==> src/rtl/core/hlc_pkg.sv <==
`timescale 1ns / 1ps

package hlc_pkg;

	// field widths
	localparam int PHYS_W    = 64;
	localparam int LOGICAL_W = 32;
	localparam int DRIFT_W   = 32;
	localparam int CFG_IDX_W = 1;
	localparam int CFG_DATA_W = 32;

	// default width of the logical counter
	localparam int LOGICAL_BITS_DEF = 32;

	// command codes
	localparam logic CMD_LOCAL = 1'b0;
	localparam logic CMD_RECV  = 1'b1;

	// configuration register indexes
	localparam logic [CFG_IDX_W-1:0] CFG_HLC_ENABLE  = 1'b0;
	localparam logic [CFG_IDX_W-1:0] CFG_DRIFT_LIMIT = 1'b1;

	// configuration reset values
	localparam logic               HLC_ENABLE_RST  = 1'b1;
	localparam logic [DRIFT_W-1:0] DRIFT_LIMIT_RST = 32'd1000;

	// input word
	typedef struct packed {
		logic                 cmd;
		logic [PHYS_W-1:0]    sync_time;
		logic [PHYS_W-1:0]    recv_physical;
		logic [LOGICAL_W-1:0] recv_logical;
	} hlc_in_t;

	// result word
	typedef struct packed {
		logic [PHYS_W-1:0]    out_physical;
		logic [LOGICAL_W-1:0] out_logical;
		logic                 drift_rejected;
	} hlc_out_t;

endpackage

==> src/rtl/core/hybrid_logical_clock_unit.sv <==
`timescale 1ns / 1ps

// channel   | signals                              | direction
// ----------+--------------------------------------+----------
// item      | item_valid, item_stall, item         | in
// result    | result_valid, result_stall, result   | out
// config    | cfg_valid, cfg_ready, cfg_index/data | in
//
// one word per clock while result_stall is low; an accepted word goes into the
// input register, then through the timestamp logic into the result register,
// where result_valid rises (a result stall can hold it in the input register).
// the stored physical part and counter update (while enabled) as a word enters
// the result register, so the next word sees them without a bubble.
// arst_n clears the pipeline valids and the clock state, and loads the
// register defaults (enable 1, drift limit 1000).
// result_stall holds the result register and backs up into item_stall only
// while the input register is full; config is always ready.

module hybrid_logical_clock_unit #(
	parameter int LOGICAL_BITS = hlc_pkg::LOGICAL_BITS_DEF
) (
	input  logic                                 clk,
	input  logic                                 arst_n,
	input  logic                                 item_valid,
	output logic                                 item_stall,
	input  hlc_pkg::hlc_in_t                     item,
	output logic                                 result_valid,
	input  logic                                 result_stall,
	output hlc_pkg::hlc_out_t                    result,
	input  logic                                 cfg_valid,
	output logic                                 cfg_ready,
	input  logic [hlc_pkg::CFG_IDX_W-1:0]        cfg_index,
	input  logic [hlc_pkg::CFG_DATA_W-1:0]       cfg_data
);

	import hlc_pkg::*;

	// counter width, capped at the field width
	localparam int CW = (LOGICAL_BITS > LOGICAL_W) ? LOGICAL_W : LOGICAL_BITS;
	localparam logic [CW-1:0] LMax = '1;

	logic                 hlc_enable_q;
	logic [DRIFT_W-1:0]   drift_limit_q;
	logic [PHYS_W-1:0]    last_physical_q;
	logic [CW-1:0]        logical_count_q;

	logic                 valid_s1;
	hlc_in_t              item_s1;
	logic                 valid_s2;
	hlc_out_t             result_s2;

	logic                 adv_s1;
	logic                 accept;

	logic [CW-1:0]        rlog;
	logic [CW-1:0]        lg_base;
	logic [CW-1:0]        lg_inc;
	logic [CW-1:0]        lg;
	logic [PHYS_W-1:0]    phys;
	logic                 rej;
	logic                 local_ahead;
	logic                 recv_behind;
	logic [PHYS_W-1:0]    lead;
	logic                 over_drift;
	hlc_out_t             res_d;

	// handshake
	assign adv_s1     = valid_s1 && (!valid_s2 || !result_stall);
	assign item_stall = valid_s1 && !adv_s1;
	assign accept     = item_valid && !item_stall;
	assign cfg_ready  = 1'b1;

	// configuration registers
	always_ff @(posedge clk or negedge arst_n) begin
		if (!arst_n) begin
			hlc_enable_q  <= HLC_ENABLE_RST;
			drift_limit_q <= DRIFT_LIMIT_RST;
		end else if (cfg_valid && cfg_ready) begin
			unique case (cfg_index)
				CFG_HLC_ENABLE:  hlc_enable_q  <= cfg_data[0];
				CFG_DRIFT_LIMIT: drift_limit_q <= cfg_data[DRIFT_W-1:0];
				default: ;
			endcase
		end
	end

	// pipeline valids
	always_ff @(posedge clk or negedge arst_n) begin
		if (!arst_n) begin
			valid_s1 <= 1'b0;
			valid_s2 <= 1'b0;
		end else begin
			if (accept)
				valid_s1 <= 1'b1;
			else if (adv_s1)
				valid_s1 <= 1'b0;
			if (adv_s1)
				valid_s2 <= 1'b1;
			else if (!result_stall)
				valid_s2 <= 1'b0;
		end
	end

	// input register
	always_ff @(posedge clk) begin
		if (accept)
			item_s1 <= item;
	end

	// received counter clamped to the counter range
	always_comb begin
		if (item_s1.recv_logical > LOGICAL_W'(LMax))
			rlog = LMax;
		else
			rlog = item_s1.recv_logical[CW-1:0];
	end

	// compares on the physical parts
	assign local_ahead = item_s1.sync_time > last_physical_q;
	assign recv_behind = item_s1.sync_time >= item_s1.recv_physical;
	assign lead        = item_s1.recv_physical - item_s1.sync_time;
	assign over_drift  = lead > PHYS_W'(drift_limit_q);

	// timestamp merge
	always_comb begin
		lg_base = logical_count_q;
		phys    = last_physical_q;
		rej     = 1'b0;
		if (item_s1.cmd == CMD_LOCAL) begin
			if (local_ahead)
				phys = item_s1.sync_time;
		end else if (recv_behind) begin
			phys    = item_s1.sync_time;
			lg_base = (logical_count_q > rlog) ? logical_count_q : rlog;
		end else begin
			lg_base = rlog;
			if (over_drift) begin
				phys = item_s1.sync_time;
				rej  = 1'b1;
			end else begin
				phys = item_s1.recv_physical;
			end
		end
		lg_inc = (lg_base == LMax) ? LMax : lg_base + 1'b1;
		if (item_s1.cmd == CMD_LOCAL && local_ahead)
			lg = '0;
		else
			lg = lg_inc;
	end

	// result word, plain time when disabled
	always_comb begin
		if (hlc_enable_q) begin
			res_d.out_physical   = phys;
			res_d.out_logical    = LOGICAL_W'(lg);
			res_d.drift_rejected = rej;
		end else begin
			res_d.out_physical   = item_s1.sync_time;
			res_d.out_logical    = '0;
			res_d.drift_rejected = 1'b0;
		end
	end

	// clock state
	always_ff @(posedge clk or negedge arst_n) begin
		if (!arst_n) begin
			last_physical_q <= '0;
			logical_count_q <= '0;
		end else if (adv_s1 && hlc_enable_q) begin
			last_physical_q <= phys;
			logical_count_q <= lg;
		end
	end

	// result register
	always_ff @(posedge clk) begin
		if (adv_s1)
			result_s2 <= res_d;
	end

	assign result_valid = valid_s2;
	assign result       = result_s2;

`ifndef ASSERT_OFF
	// disabled words leave the clock state alone
	a_disabled_holds: assert property (@(posedge clk) disable iff (!arst_n)
		(adv_s1 && !hlc_enable_q) |=> ($stable(last_physical_q) && $stable(logical_count_q)))
		else $error("clock state changed while disabled");

	// issued stamp matches the stored state
	a_state_tracks: assert property (@(posedge clk) disable iff (!arst_n)
		(adv_s1 && hlc_enable_q) |=> (last_physical_q == result_s2.out_physical &&
			LOGICAL_W'(logical_count_q) == result_s2.out_logical))
		else $error("stored state differs from issued stamp");

	// a rejected receive still bumps the counter
	a_reject_count: assert property (@(posedge clk) disable iff (!arst_n)
		(valid_s2 && result_s2.drift_rejected) |-> (result_s2.out_logical != '0))
		else $error("drift reject with zero counter");

	// input stall only with a full input register
	a_stall_full: assert property (@(posedge clk) disable iff (!arst_n)
		item_stall |-> valid_s1)
		else $error("stall with empty input register");
`endif

endmodule

==> config.mk <==
export PLATFORM = sky130hd
export DESIGN_NAME = hybrid_logical_clock_unit
export DESIGN_NICKNAME = d
export VERILOG_FILES = /design/src/rtl/core/hlc_pkg.sv /design/src/rtl/core/hybrid_logical_clock_unit.sv
export SDC_FILE = /design/constraint.sdc
export NUM_CORES = 1
export LEC_CHECK = 0
export BUFFER_PORTS_ARGS = -buffer_cell sky130_fd_sc_hd__buf_4
export CAP_MARGIN = 20
export CORE_ASPECT_RATIO = 1.5
export CORE_MARGIN = 1
export CORE_UTILIZATION = 60
export CTS_CLUSTER_DIAMETER = 100
export DETAILED_ROUTE_END_ITERATION = 6
export GPL_TIMING_DRIVEN = 0
export PLACE_DENSITY = 0.87
export SLEW_MARGIN = 20
export SYNTH_ARGS = -nofsm -noshare
export SYNTH_HDL_FRONTEND = slang
export SYNTH_SLANG_ARGS = --single-unit
==> constraint.sdc <==
create_clock -name clk -period 7.35 [get_ports clk]
set_clock_uncertainty 0.05 [all_clocks]
set_input_delay 2.205 -clock clk [delete_from_list [all_inputs] [get_ports clk]]
set_output_delay 2.205 -clock clk [all_outputs]
set_load 0.05 [all_outputs]
Word-level counts from Yosys, hierarchy flattened
Cells that the tools add are included.

Flip-flop bits (word level): 389. Bits of input ports: 199. Logic and storage cells: 57.

$add $sub $neg: 2. $lt $le $gt $ge: 5. Equality and inequality tests: 2. Multiplexer cells: 18. Bitwise gates (word level): 3. Reductions and logical operators: 14.

Operators by type and width (count): $mux 64 (4); $mux 32 (6); $mux 97 (1); $ge 64x64->1 (1); $gt 64x32->1 (1); $gt 64x64->1 (1); $sub 64x64->64 (1); $add 32x1->32 const B (1); $eq 32x32->1 const B (1); $gt 32x32->1 (1); $gt 32x32->1 const B (1); $mux 1 (7); $logic_and 1x1->1 (5); $logic_not 1->1 (4); $reduce_and 2->1 (2); $not 1->1 (3); $reduce_or 3->1 (1); $ne 2x1->1 const B (1); $reduce_bool 2->1 (1); $logic_or 1x1->1 (1).

Longest topological paths before layout
Word-level depth: 10. Mapped depth: 28.

Worst setup path before layout
No wires, ideal clock.

Kind: input -> register. From: in result_stall. To: reg item_s1[0] in the netlist's numbering (enable). Library setup time: 0.541 ns. Data arrival time: 6.027 ns. Slack: 0.732 ns. Stages on the path: 2. Path buffers: 0. Path through: nand3_1 and2_1.

Word-level cells in the longest chain between the ends: 7.

RTL lines: start: declaration (line hybrid_logical_clock_unit.sv:28) `input logic result_stall,`; $logic_not 1->1; $logic_or 1x1->1 (line hybrid_logical_clock_unit.sv:68) `assign adv_s1 = valid_s1 && (!valid_s2 || !result_stall);`; $logic_and 1x1->1 (line hybrid_logical_clock_unit.sv:68); $logic_not 1->1 (line hybrid_logical_clock_unit.sv:69) `assign item_stall = valid_s1 && !adv_s1;`; $logic_and 1x1->1 (line hybrid_logical_clock_unit.sv:69); $logic_not 1->1 (line hybrid_logical_clock_unit.sv:70) `assign accept = item_valid && !item_stall;`; $logic_and 1x1->1 (line hybrid_logical_clock_unit.sv:70); via accept (line hybrid_logical_clock_unit.sv:53) `logic accept;`; end signal: assignment (line hybrid_logical_clock_unit.sv:107) `item_s1 <= item;`; end: declaration (line hybrid_logical_clock_unit.sv:48) `hlc_in_t item_s1;`.

The timed path passes the listed nets, and every way through them passes these cells. A chain may end at the register's enable or synchronous reset.

==> flow_summary.toml <==
[clock_network]
clkLatencyLatePin_ns = 0.57
path_clk_slew_ns = 0.06
clock_path_buffers = 3
cts_root_buffer = "clkbuf_16"
htreeDepth = 2
cts_tree = "built"
cts_buffers = 38
cts.sinks = 389

[sta]
post-route-period-util_pct = 98.1
timing.final.ws_setup_ns = 0.137
slew_viol_final = 0
setup_violations = 0
final-hold-violation-count = 0
fin_crit_ns = 7.21
fmax_mhz = 139
relSlewSlack_pct = 18.7
tightestPinTransition_ns = 1.21

[cells_and_area]
drive_gt1_share_pct = 16.4
syn2layout_area_growth_pct = 17.6
final_cell_mix = "buf_4, edfxtp_1, nor2_1"
final_common_cell = "buf_4"
nets = 3258

[power]
max-vdd-ir-drop_mv = 0.267
powerDensity_mw_per_mm2 = 298
p_total_uw = 8650
p_leak_uw = 0.0126

[routing]
vias = 23100
drtIter0Drc = 2628
via_per_inst = 6.78
wl_per_cell_microns = 26.7
dr.pass1.iters = 7
postRouteAntennaNets = 0
wirelength_microns = 91000
route.detailed.drc = 12

[setup_path]
worst_setup_path_start_kind = "flop"
cp_data_arrival_time_ns = 7.57
crit_path_frequent_cell = "nand4_1"
r2r_slack_ns = 0.14
cp_max_fo = 10
critical_path_required_ns = 7.71
cp_num_buf_inv = 3
crit_start = "item_s1[104]$_DFFE_PP_"
cp_num_cells = 26
crit_path_end_kind = "flop"
cp_slowest_stage_delay_ns = 0.65
regToRegEndpoint = "result[41]$_DFFE_PP_"
rr_startpoint = "item_s1[104]$_DFFE_PP_"
critPathSlowestCell = "or4b_4"
crit_type = "flop to flop"
cp_top_family = "simple AND/OR/NAND/NOR gates"
reg2regPathDepth = 26

[placement]
place_congestion = 1.04
port_buffers = 297
hpwlAfterDp_microns = 69700
dp_slack_ns = -1.73

[grt]
antenna_found_initial = 1
grt_max_degree = 86
grt.overflow.total = 0
grt_pass1_wl_microns = 135000
grt_usage_pct = 42.9
grt_pass1_vias = 23500

[floorplanning]
dieHeight_microns = 251
fp-row-count = 90
ios = 299
fp.coreArea_sq_mm = 0.0404
die_w_microns = 168
initial_core_util_pct = 61.1
die_area_sq_mm = 0.0420

[synthesis]
synth_edf_count = 258
syn-mean-instance-area_sq_um = 9.81
async_reset_ff_share_pct = 33.7
ys_ff_latch = 389
yosys_most_used_dff = "edfxtp_1"
yosysSeqAreaShare_pct = 44.6
synth_fp_nets = 2911
syn-instance-count = 2518
synth_area_sq_mm = 0.0247
yosysUniqueCellTypes = 83
ys_warn_count = 0

[status]
status = "complete, but fails checks"
failed_checks = "DRC"

[min_path]
min_from = "valid_s1$_DFFE_PN0P_"
holdCritPathClass = "flop to flop"
hold_path_end = "result_valid$_DFFE_PN0P_"
whs_path_depth = 1

[job]
drv_cap = 0
through the flow:
stage	utilization (%)	std cells	setup TNS (ns)	area [sq um]	hold slack, ns
finish	71.9	3401	0	29100	0.459
floorplan	-	2518	0	24700	0.399
CTS	71.7	3400	0	29000	0.460
detailed placement	68.8	3330	-88.72	27800	0.442
global placement	68.2	3321	-349.60	27600	0.409
global route	71.9	3401	-0.0182	29100	0.481
cell type report:
cell class | count | area [sq um]
multi-input cells | 1777 | 12400
fillers | 2861 | 11400
plain buffers | 135 | 583
clock buffers | 48 | 1010
clock inverters | 21 | 135
flip-flops and latches | 389 | 11000
inverters | 214 | 803
diodes | 1 | 2.50
well taps | 506 | 633
repair buffers | 310 | 2470
worst max path at each step:
stage                     slack (ns)                              end
after floorplan                 0.73             item_s1[0]$_DFFE_PP_
after global routing          -0.009             result[57]$_DFFE_PP_
final                           0.14             result[41]$_DFFE_PP_
after detailed placement       -1.73  logical_count_q[14]$_DFFE_PN0P_
after global placement         -1.86  last_physical_q[33]$_DFFE_PN0P_
after CTS                      0.005             result[88]$_DFFE_PP_
report_power, final:
part	internal (uW)	total (uW)	leakage [uW]	switching [uW]
Sequential	2840	3230	0.00409	389
Clock	986	1880	0.000541	891
Combinational	1350	3540	0.00792	2200
timing repair:
item                                   in CTS  in global routing
resized for setup                          12                 15
endpoints found under the hold margin       0                  0
hold buffers                                0                  0
setup endpoints to repair                 121                168
pin swaps                                   1                  2
setup buffers                               2                  2
registers in the layout, summed over array words and instances (netlist names):
signal / flops
drift_limit_q: 32
item_s1: 161
hlc_enable_q: 1
last_physical_q: 64
result: 97
logical_count_q: 32
result_valid: 1
valid_s1: 1
synth_stat cells (all sizes together) (13+ instances only):
master	instances	share of area, %
a22o	59	2.1
a221o	66	2.7
and4b	35	1.4
xor2	23	0.82
and3	15	0.38
and2	13	0.33
inv	214	3.3
a21o	58	1.8
o211ai	13	0.39
nand3	52	1.1
o22ai	37	0.94
a21oi	158	3.2
dfrtp	124	13
clkbuf	99	1.5
mux2	37	1.7
nor2b	23	0.58
nor3	100	2.1
o22a	35	1.2
a211oi	23	0.76
buf	39	0.83
nand2	173	2.6
nor4	21	0.53
o21a	17	0.52
xnor2	60	2.1
o21ai	122	2.5
a31oi	19	0.48
ha	193	9.8
mux2i	14	0.57
edfxtp	258	31
nor2	217	3.3
nand4	80	2.0
routing by layer:
layer	up-vias	track usage (%)	share of wire, %	routed length (microns)
li1	10100	-	-	-
met1	11000	44.8	33	30000
met2	1523	75.2	50	45200
met3	488	7.62	7.8	7130
met4	0	35.3	9.5	8610
met5	-	0	0	0
worst register-to-register path, stage by stage, from the launching register on:
cell	delay, ns
edfxtp_1	0.50
inv_1	0.09
ha_1	0.40
nand4_1	0.14
or3_1	0.42
a211o_1	0.36
a31oi_4	0.23
nor2_1	0.10
o21ba_2	0.27
nor2_1	0.10
nor2_1	0.08
xnor2_2	0.21
ha_1	0.34
nand4_1	0.17
nor4_2	0.34
nand3_1	0.15
o31a_1	0.19
nor4_2	0.29
nand4_1	0.15
nor4_1	0.35
nand4_1	0.20
or4b_4	0.65
nor3_4	0.25
buf_4	0.32
buf_4	0.31
a22o_1	0.22
a22o_1	0.20
cells by family (layout without fill, tap and decap cells):
family          count (synthesis)  after routing  share of synthesized area [%]
compound gates                678            678                           19.1
xor+xnor                       83             83                           2.94
fa+ha+maj                     194            194                           9.85
buf+inv                       352            728                           5.58
flops                         389            389                           44.6
mux                            51             51                           2.25
other cells                     1              2                         0.0152
simple gates                  770            770                           15.6
No activity file was read; power rests on OpenSTA's default activity.
